**config.mk**
```make
export PLATFORM = sky130hd
export DESIGN_NAME = cbpd_fifo
export DESIGN_NICKNAME = d
export VERILOG_FILES = /design/src/sv/cbpd_pkg.sv /design/src/sv/cbpd_fifo.sv
export SDC_FILE = /design/constraint.sdc
export NUM_CORES = 1
export LEC_CHECK = 0
export ABC_AREA = 1
export BUFFER_PORTS_ARGS = -buffer_cell sky130_fd_sc_hd__buf_2
export CAP_MARGIN = 25
export CELL_PAD_IN_SITES_DETAIL_PLACEMENT = 0
export CELL_PAD_IN_SITES_GLOBAL_PLACEMENT = 1
export CORE_MARGIN = 5
export CORE_UTILIZATION = 25
export CTS_CLUSTER_DIAMETER = 200
export DETAILED_ROUTE_END_ITERATION = 16
export PLACE_DENSITY_LB_ADDON = 0.08
export SYNTH_ARGS = -nofsm -noshare
export SYNTH_HDL_FRONTEND = slang
export SYNTH_SLANG_ARGS = --single-unit
```
**constraint.sdc**
```tcl
create_clock -name clock -period 1.5 [get_ports clock]
set_input_delay 0.3 -clock clock [delete_from_list [all_inputs] [get_ports clock]]
set_output_delay 0.3 -clock clock [all_outputs]
set_load 0.005 [all_outputs]
```
**src/sv/cbpd_pkg.sv**
```systemverilog
// Shared types and constants for the cubic Bezier point and derivative evaluator.
package cbpd_pkg;

   localparam int REG_W       = 60;
   localparam int NUM_REGS    = 4;
   localparam int NUM_AXES    = 3;
   localparam int CSR_IDX_W   = 3;
   localparam int U_W         = 17;
   localparam int ORDER_IN_W  = 3;
   localparam int ORDER_W     = 2;
   localparam int MAX_ORDER   = 3;
   localparam int OUT_W       = 26;
   localparam int QUEUE_DEPTH = 4;
   localparam int REQ_DATA_W  = 24;
   localparam int RSP_DATA_W  = 80;
   localparam int RSP_USER_W  = 1;

   typedef enum logic [CSR_IDX_W-1:0] {
      CSR_CTRL_POINT_0 = 3'd0,
      CSR_CTRL_POINT_1 = 3'd1,
      CSR_CTRL_POINT_2 = 3'd2,
      CSR_CTRL_POINT_3 = 3'd3
   } csr_index_type;

   typedef logic [NUM_REGS-1:0][REG_W-1:0] ctrl_regs_type;

   // Classification of one accepted item, carried with it through the queue.
   typedef struct packed {
      logic [ORDER_W-1:0] max_order;
      logic               err;
   } item_tag_type;

   // Tag of one result as it moves down the back end.
   typedef struct packed {
      logic [ORDER_W-1:0] order;
      logic               last;
      logic               err;
   } rsp_tag_type;

endpackage

```
**src/sv/cbpd_fifo.sv**
```systemverilog
// Short queue between the front end and the back end.
module cbpd_fifo import cbpd_pkg::*; #(
   parameter int DATA_W = 8
) (
   input  logic              clock,
   input  logic              reset,
   input  logic              in_valid,
   output logic              in_ready,
   input  logic [DATA_W-1:0] in_data,
   output logic              out_valid,
   input  logic              out_ready,
   output logic [DATA_W-1:0] out_data
);

   localparam int PTR_W = (QUEUE_DEPTH > 1) ? $clog2(QUEUE_DEPTH) : 1;
   localparam int CNT_W = $clog2(QUEUE_DEPTH + 1);

   logic [DATA_W-1:0] slot_ff [QUEUE_DEPTH];
   logic [PTR_W-1:0]  wr_ptr_ff, rd_ptr_ff;
   logic [CNT_W-1:0]  count_ff;
   logic              push, pop;

   assign in_ready  = (count_ff != CNT_W'(QUEUE_DEPTH));
   assign out_valid = (count_ff != '0);
   assign out_data  = slot_ff[rd_ptr_ff];
   assign push      = in_valid && in_ready;
   assign pop       = out_valid && out_ready;

   always_ff @(posedge clock) begin
      if (reset) begin
         wr_ptr_ff <= '0;
         rd_ptr_ff <= '0;
         count_ff  <= '0;
      end else begin
         if (push) begin
            wr_ptr_ff <= (wr_ptr_ff == PTR_W'(QUEUE_DEPTH - 1)) ? '0 : wr_ptr_ff + 1'b1;
         end
         if (pop) begin
            rd_ptr_ff <= (rd_ptr_ff == PTR_W'(QUEUE_DEPTH - 1)) ? '0 : rd_ptr_ff + 1'b1;
         end
         if (push && !pop) begin
            count_ff <= count_ff + 1'b1;
         end else if (pop && !push) begin
            count_ff <= count_ff - 1'b1;
         end
      end
      if (push) begin
         slot_ff[wr_ptr_ff] <= in_data;
      end
   end

endmodule

```
==> out/results.txt <==
Run status: finished with violations
Failing checks: setup timing
Pwr Total: 3.81 mW
Worst path cell trace: nor2_4 -> nand2_2 -> nand2_4 -> inv_2 -> ha_4 -> inv_2 -> fa_2 -> o21ai_2 -> nor2_1
Hold Path Class: input port to register
Clk slew on worst S/H paths: 0.08 ns
Synthesized area: 1700 µm²
Fin. max-slew vios: 0
Most used cell, CP: inv_2
Leakage: 0.904 nW
Crit Reg-Reg Endpoint: count_ff[1]$_SDFFE_PP0P_
Nets@finish: 212
Slew @ Worst Pin: 0.256 ns
Worst hold start: reset
Multi-input logic area: 558 µm²
CP max-delay cell: fa_2
Chip width: 92.4 µm
CTS Hold Bufs: 0
CTS Root Cell: clkbuf_8
Antenna Nets Post-Route: 0
Crit path launch type: register
Die Y: 92.4 µm
RSZ-0062 raised after global routing: true
I/O Buffers: 21
Clock Skew: 0.0105 ns
I/O pin count: 22
Setup-failing EPs final: 5
DRC Markers: 0
Vias in the first global route: 1153
WHS Endpoint: count_ff[0]$_SDFFE_PP0P_
FF+latch area: 1150 µm²
Final setup margin: -0.0792 ns
First DRT Iteration DRCs: 48
Fin crit share: 1.05
Worst R2R Path Depth: 9
Gate Count Post-Synth: 145
Crit Path Max Fanout: 2
CTS tree: built
Post-synth cell types: 20
Most frequent cells in the layout: 32 x nor2_1, 32 x edfxtp_1, 19 x buf_2, 18 x buf_4, 12 x inv_1
Final wirelength: 3650 µm
CP arrival: 1.77 ns
Maximum Capacitance Violations: 0
Max IR drop VDD: 664 µV
Fin crit period: 1.58 ns
Share of layout cells above drive strength 1: 0.423
Pin count of the biggest net entering global routing: 17
Area of the core: 6680 µm²
Aggregate global-route resource usage: 0.0903
Global-route wire length before repair: 5710 µm
Hold Path Depth: 2
Fin util: 0.341
P per Cell Area: 1670 nW/µm²
Slowest stage delay, CP: 0.43 ns
Initial antenna violation count: 0
Initial Util: 0.254
H-tree depth: 2
Hold_ws: 0.164 ns
Num CTS Buffers: 5
Drt wl/cell: 13.3 µm
Antenna cells: 0
Hpwl dp: 2510 µm
Achievable Freq: 0.633 GHz
Syn nets: 164
Critical path type: register to register
Final hold vios: 0
Worst slew margin: 0.829
Worst Setup End Kind: register
GR Overflow Total: 0
Clk_lat worst skew: 0.29 ns
Layout area overhead: 34.1%
Total number of vias: 1162
Yosys warns: 0
Syn avg cell area: 11.7 µm²
Die ar.: 8530 µm²
Clock Path Buffers: 2
Average via count per standard cell: 4.24
Synthesis-stage register bit count: 41
Row cnt: 30
GPL Wtd Cong: 0.692
FF-to-FF setup slack: -0.08 ns
# fillers: 688
Register area share after synthesis: 0.673
Detailed-router iteration count before antenna repair: 4
Critical Path RT: 1.69 ns
Reg2reg start: count_ff[1]$_SDFFE_PP0P_
Clk sink count: 41
[routing by layer]
layer	up-vias	GRT usage	part of all wire
met3	5	0.0309	0.043
met2	19	0.154	0.52
li1	593	-	-
met1	545	0.103	0.42
met5	-	0	0
met4	0	0.0371	0.012
[timing repair]
| action | 4_1_cts | 5_1_grt |
|---|---|---|
| gates cloned | 0 | 1 |
| endpoints found under the setup margin | 10 | 12 |
| setup buffers | 3 | 3 |
| resized for setup | 15 | 21 |
| pin swaps | 5 | 17 |
[cells in the mapped netlist]
master    count  area [µm²]
edfxtp_1     32         961
nor2_1       32         120
inv_1        15        56.3
o21ai_0      13        65.1
nand2_1      11        41.3
dfxtp_1       9         180
o22ai_1       8        50.1
ha_1          6        75.1
nand2_2       3        18.8
o21ai_2       3        26.3
a21oi_1       2        10.0
buf_6         2        22.5
nand3b_1      2        15.0
fa_1          1        20.0
inv_2         1        3.75
nand3_1       1        5.00
nand4_1       1        6.26
nor2_2        1        6.26
o21ai_1       1        5.00
xor2_1        1        8.76
[state kept, by name, summed over array words and instances (netlist names), named ones only]
signal and flops:
slot_ff 32, count_ff 3, rd_ptr_ff 2, wr_ptr_ff 2
[power by group]
part / internal, mW / switching [mW] / leakage (nW)
combinational: 0.788 / 0.795 / 0.491
clock: 0.321 / 0.364 / 0.0439
sequential: 1.42 / 0.117 / 0.370
[cell type report]
cell class / count / share of cell area
clock inverters: 3 / 0.00770
multi-input cells: 86 / 0.245
inverters: 16 / 0.0286
clock buffers: 5 / 0.0302
flip-flops and latches: 41 / 0.506
well taps: 80 / 0.0440
repair buffers: 43 / 0.139
[kinds of logic (layout without fill, tap and decap cells)]
family,count (synthesis),in the layout,share of synthesized area
flip-flops,41,41,0.673
XOR/XNOR,1,1,0.00516
AND/OR/NAND/NOR,51,51,0.125
adder cells (fa/ha/maj),7,7,0.0560
AO/OA/AOI/OAI,27,27,0.0922
buffers and inverters,18,67,0.0487
[worst max-delay path by stage]
| stage | startpoint | end | slack (ns) | cells past startpoint |
|---|---|---|---|---|
| after floorplan | count_ff[0]$_SDFFE_PP0P_ | count_ff[1]$_SDFFE_PP0P_ | -0.08 | 9 |
| after global placement | count_ff[0]$_SDFFE_PP0P_ | count_ff[2]$_SDFFE_PP0P_ | -0.08 | 12 |
| after detailed placement | count_ff[0]$_SDFFE_PP0P_ | count_ff[2]$_SDFFE_PP0P_ | -0.11 | 11 |
| after CTS | count_ff[1]$_SDFFE_PP0P_ | count_ff[1]$_SDFFE_PP0P_ | -0.06 | 9 |
| after global routing | count_ff[1]$_SDFFE_PP0P_ | count_ff[2]$_SDFFE_PP0P_ | -0.15 | 11 |
| final | count_ff[1]$_SDFFE_PP0P_ | count_ff[1]$_SDFFE_PP0P_ | -0.08 | 9 |
[critical path: cells and delay by family (launching register included)]
| family | cells | cell delay, ns |
|---|---|---|
| flip-flops | 1 | 0.34 |
| adder cells (fa/ha/maj) | 2 | 0.58 |
| AND/OR/NAND/NOR | 4 | 0.34 |
| AO/OA/AOI/OAI | 1 | 0.11 |
| buffers and inverters | 2 | 0.10 |
[through the flow]
stage               instances  TNS (ns)  area, µm²  worst slack [ns]
finish                    274    -0.167       2280           -0.0792
global route              274    -0.903       2280            -0.155
CTS                       272    -0.286       2180           -0.0649
global placement          261    -0.107       2040           -0.0765
detailed placement        261    -0.171       2040            -0.107
floorplan                 145    -0.152       1730           -0.0843
(Power assumes the default switching activity.)
