File: src/sv/cbpd_pkg.sv
// Shared types and constants for the cubic Bezier point and derivative evaluator.
package cbpd_pkg;

   localparam int REG_W       = 60;
   localparam int NUM_REGS    = 4;
   localparam int NUM_AXES    = 3;
   localparam int CSR_IDX_W   = 3;
   localparam int U_W         = 17;
   localparam int ORDER_IN_W  = 3;
   localparam int ORDER_W     = 2;
   localparam int MAX_ORDER   = 3;
   localparam int OUT_W       = 26;
   localparam int QUEUE_DEPTH = 4;
   localparam int REQ_DATA_W  = 24;
   localparam int RSP_DATA_W  = 80;
   localparam int RSP_USER_W  = 1;

   typedef enum logic [CSR_IDX_W-1:0] {
      CSR_CTRL_POINT_0 = 3'd0,
      CSR_CTRL_POINT_1 = 3'd1,
      CSR_CTRL_POINT_2 = 3'd2,
      CSR_CTRL_POINT_3 = 3'd3
   } csr_index_type;

   typedef logic [NUM_REGS-1:0][REG_W-1:0] ctrl_regs_type;

   // Classification of one accepted item, carried with it through the queue.
   typedef struct packed {
      logic [ORDER_W-1:0] max_order;
      logic               err;
   } item_tag_type;

   // Tag of one result as it moves down the back end.
   typedef struct packed {
      logic [ORDER_W-1:0] order;
      logic               last;
      logic               err;
   } rsp_tag_type;

endpackage

File: src/sv/cbpd_front.sv
// Front end: accepts items, range-checks them and computes the Bernstein power terms.
module cbpd_front import cbpd_pkg::*; #(
   parameter int FRAC_BITS = 16
) (
   input  logic                                                  clock,
   input  logic                                                  reset,
   input  logic                                                  req_valid,
   output logic                                                  req_ready,
   input  logic [U_W-1:0]                                        curve_param,
   input  logic [ORDER_IN_W-1:0]                                 max_order,
   output logic                                                  q_valid,
   input  logic                                                  q_ready,
   output logic [9*(FRAC_BITS+1)+$bits(item_tag_type)-1:0]       q_data
);

   localparam int PW    = FRAC_BITS + 1;
   localparam int PW2   = 2 * PW;
   localparam int CMP_W = (U_W > PW) ? U_W : PW;

   localparam logic [CMP_W-1:0] ONE_CMP = CMP_W'(1) << FRAC_BITS;
   localparam logic [PW-1:0]    ONE_P   = PW'(1) << FRAC_BITS;
   localparam logic [PW2-1:0]   HALF_M  = PW2'(1) << (FRAC_BITS - 1);

   typedef struct packed {
      item_tag_type    tag;
      logic [PW-1:0]   u, w, u2, w2, uw, u3, w3, uw2, u2w;
   } basis_type;

   // Rounded fixed-point product, both operands at most one.
   function automatic logic [PW-1:0] mulr(input logic [PW-1:0] a, input logic [PW-1:0] b);
      logic [PW2-1:0] p;
      p = PW2'(a) * PW2'(b) + HALF_M;
      return PW'(p >> FRAC_BITS);
   endfunction

   logic                a_valid_ff, b_valid_ff, c_valid_ff;
   logic                a_rdy, b_rdy, c_rdy;
   logic [PW-1:0]       u_in, w_in;
   item_tag_type        tag_in;
   logic [PW-1:0]       a_u_ff, a_w_ff;
   item_tag_type        a_tag_ff;
   logic [PW-1:0]       b_u_ff, b_w_ff, b_u2_ff, b_w2_ff, b_uw_ff;
   item_tag_type        b_tag_ff;
   basis_type           c_in, c_basis_ff;

   assign c_rdy     = !c_valid_ff || q_ready;
   assign b_rdy     = !b_valid_ff || c_rdy;
   assign a_rdy     = !a_valid_ff || b_rdy;
   assign req_ready = a_rdy;
   assign q_valid   = c_valid_ff;
   assign q_data    = c_basis_ff;

   always_comb begin
      u_in              = PW'(curve_param);
      w_in              = ONE_P - u_in;
      tag_in.max_order  = ORDER_W'(max_order);
      tag_in.err        = (CMP_W'(curve_param) > ONE_CMP)
                          || (max_order > ORDER_IN_W'(MAX_ORDER));
   end

   always_comb begin
      c_in.tag = b_tag_ff;
      c_in.u   = b_u_ff;
      c_in.w   = b_w_ff;
      c_in.u2  = b_u2_ff;
      c_in.w2  = b_w2_ff;
      c_in.uw  = b_uw_ff;
      c_in.u3  = mulr(b_u2_ff, b_u_ff);
      c_in.w3  = mulr(b_w2_ff, b_w_ff);
      c_in.uw2 = mulr(b_u_ff, b_w2_ff);
      c_in.u2w = mulr(b_u2_ff, b_w_ff);
   end

   always_ff @(posedge clock) begin
      if (reset) begin
         a_valid_ff <= 1'b0;
         b_valid_ff <= 1'b0;
         c_valid_ff <= 1'b0;
      end else begin
         if (a_rdy) a_valid_ff <= req_valid;
         if (b_rdy) b_valid_ff <= a_valid_ff;
         if (c_rdy) c_valid_ff <= b_valid_ff;
      end
      if (a_rdy) begin
         a_u_ff   <= u_in;
         a_w_ff   <= w_in;
         a_tag_ff <= tag_in;
      end
      if (b_rdy) begin
         b_u_ff   <= a_u_ff;
         b_w_ff   <= a_w_ff;
         b_u2_ff  <= mulr(a_u_ff, a_u_ff);
         b_w2_ff  <= mulr(a_w_ff, a_w_ff);
         b_uw_ff  <= mulr(a_u_ff, a_w_ff);
         b_tag_ff <= a_tag_ff;
      end
      if (c_rdy) begin
         c_basis_ff <= c_in;
      end
   end

endmodule

File: config.mk
export PLATFORM = sky130hd
export DESIGN_NAME = cbpd_front
export DESIGN_NICKNAME = d
export VERILOG_FILES = /design/src/sv/cbpd_pkg.sv /design/src/sv/cbpd_front.sv
export SDC_FILE = /design/constraint.sdc
export NUM_CORES = 2
export LEC_CHECK = 0
export ABC_AREA = 1
export BUFFER_PORTS_ARGS = -buffer_cell sky130_fd_sc_hd__buf_2
export CAP_MARGIN = 20
export CORE_MARGIN = 10
export CORE_UTILIZATION = 58
export DETAILED_ROUTE_END_ITERATION = 6
export PLACE_DENSITY_LB_ADDON = 0.15
export SETUP_SLACK_MARGIN = 0.05
export SLEW_MARGIN = 20
export SYNTH_ARGS = -nofsm -noshare
export SYNTH_HDL_FRONTEND = slang
export SYNTH_SLANG_ARGS = --single-unit
File: constraint.sdc
create_clock -name clock -period 15.48 [get_ports clock]
set_input_delay 4.644 -clock clock [delete_from_list [all_inputs] [get_ports clock]]
set_output_delay 4.644 -clock clock [all_outputs]
set_load 0.02 [all_outputs]
==> reports/results.ini <==
[grt]
grt_pass1_vias=64210
grt_usage_pct=29.10
grt_first_pass_wirelength_mm=339.7
antenna_found_initial=11
overflow=0
grt_max_degree=64

[clocking]
htreeDepth=2
hold_buffers=0
cts_made_buffers=37
clockBufferDepth=3
post_cts_resized=0
clk_latency_ns=0.63
post_cts.repair.setup_buffers=0
cts.reportedPaths.clkPinSlew_ns=0.06
cts-root-buf=clkbuf_16
tritoncts=done
cts_sinks=281

[timing]
slew_violations=0
final.setup_skew_ns=0.03625
fin_ws_ns=5.055
setup_violations=0
tightest_slew_ns=0.9510
hold_viol=0
rsz0062_at_grt=no
fmax_ghz=0.09592
slew_headroom_pct=36.60
fin_crit_sh_pct=67.34
fin_tns_setup_ns=0
period_needed_ns=10.42

[placement]
port_buffers=181
dp_slack_ns=5.031
gp_routability_congestion=0.9603
place_hpwl_mm=158.4

[drt]
vias_per_cell=5.211
drt_pass1_iterations=6
detail-route-antenna-nets=0
drt-total-wl_mm=207.0
drc_errors=0
drt-initial-drc-count=4085
avgRoutedWirePerCell_um=18.14
vias=59470

[die]
initial_core_util_pct=58.36
design.portCount=182
die_h_um=383.7
std_cell_rows=133
die_w_um=383.7
coreArea_um2=131500
die_area_um2=147200

[logic_synthesis]
syn_area_per_cell_um2=7.920
synth-main-ff-cell=edfxtp_1
synth_nets=12000
synth_cell_types=40
synth_edf_count=278
netlist_area_um2=76720
ys_ff_latch=281
yosysWarnings=0
synthCells=9687
ys_async_sr_fraction_pct=0
synth_top_area_cell=fa_1
netlist_top_cells_area=fa_1 39%, inv_1 15%, ha_1 13%
ys_seq_area_share_pct=10.96
netlist.area_leader.share_pct=39.17

[worst_setup_path]
crit_required_ns=10.84
worstSetupPathType=in2out
endpoint_kind=primary output
path_max_fanout=43
worst_setup_path_start_kind=primary input
crit_arrival_ns=5.78

[cells_and_area]
multi_input_area_um2=55480
nFillCells=11840
final_cell_mix=3,033 x inv_1, 2,559 x nand2_1, 1,501 x fa_1
area.growth.synth_to_final_pct=4.932
seq_area_um2=8408
mostFrequentLayoutCell=inv_1
drive_gt1_share_pct=3.883
final_nets=11940

[status]
run_status=complete, no violations

[hold_path]
hold_class=reg2reg

[flow_run]
max-cap-violations=0

==> worst paths after layout <==
kind | slack (ns) | end | depth (start not counted) | from
worst max-delay path | 5.06 | req_ready | 6 | q_ready
worst min-delay path | 0.42 | q_data[155]$_DFFE_PP_ | 0 | b_tag_ff[2]$_DFFE_PP_
worst max register to register | 9.10 | b_uw_ff[7]$_DFFE_PP_ | 19 | a_w_ff[8]$_DFFE_PP_
worst min register to register | 0.42 | q_data[155]$_DFFE_PP_ | 0 | b_tag_ff[2]$_DFFE_PP_
==> synthesized netlist by cell type (3+ instances only) <==
master / number
o21ai_0: 129
o21a_1: 4
nand4_1: 35
buf_2: 5
dfxtp_1: 3
nor3_1: 68
ha_1: 785
or2_2: 7
inv_1: 3034
nand2_1: 2560
nand3_1: 185
fa_1: 1501
clkbuf_1: 372
a21o_1: 11
nor3_2: 7
edfxtp_1: 278
a21boi_0: 4
and2_0: 5
xor2_1: 61
nor4_1: 6
xnor2_1: 30
nand3b_1: 5
o21ai_1: 7
a21oi_1: 236
o21bai_1: 25
nand2_2: 6
nor2_1: 288
a31oi_1: 5
and2_1: 8
==> stage by stage <==
| stage | util, % | instances | hold WS (ns) | area (um2) |
|---|---|---|---|---|
| 2_1_floorplan | - | 9687 | 0.4003 | 76720 |
| 3_3_place_gp | 60.22 | 11350 | 0.4041 | 79170 |
| 3_5_place_dp | 60.22 | 11350 | 0.4045 | 79170 |
| 4_1_cts | 61.23 | 11410 | 0.4190 | 80500 |
| 5_1_grt | 61.23 | 11410 | 0.4221 | 80500 |
| 6_report | 61.23 | 11410 | 0.4187 | 80500 |
==> layer usage <==
metal | up-vias | GRT usage (%) | share of wire (%)
met3 | 444 | 4.731 | 7.6
met4 | 6 | 11.07 | 4.4
met2 | 2056 | 50.11 | 48
li1 | 27510 | - | -
met5 | - | 0 | 0.020
met1 | 29460 | 36.70 | 40
==> area by class of cell <==
cell class,count,share of cell area (%)
flip-flops and latches,281,10.44
multi-input cells,5989,68.91
well taps,1755,2.728
diodes,1,0.003109
inverters,3036,14.16
repair buffers,285,2.095
clock buffers,39,1.159
clock inverters,27,0.4958
==> logic make-up (layout without fill, tap and decap cells) <==
group                    Yosys count  count (layout)  synth area share (%)
AO/OA/AOI/OAI                    423             423                 2.918
XOR/XNOR                          91              91                 1.039
adder cells (fa/ha/maj)         2286            2286                 51.97
buffers and inverters           3417            3387                 16.74
flip-flops                       281             281                 10.96
other                              0               1                     0
AND/OR/NAND/NOR                 3189            3189                 16.38
==> flip-flops by register name, summed over array words and instances (netlist names) <==
register    count
a_tag_ff        3
b_valid_ff      1
q_data        155
a_valid_ff      1
a_u_ff         17
b_u_ff         17
b_u2_ff        17
q_valid         1
b_uw_ff        17
b_tag_ff        3
b_w_ff         16
a_w_ff         16
b_w2_ff        17
==> worst max-delay path: stages <==
cell and delay, ns:
buf_2 0.10, inv_1 0.08, nand2_4 0.31, nor2_1 0.34
nand2_1 0.12, buf_2 0.18
Power is left out: the tool's default activity adds up to more than one toggle a clock period on the data nets, which glitch-free logic cannot reach.
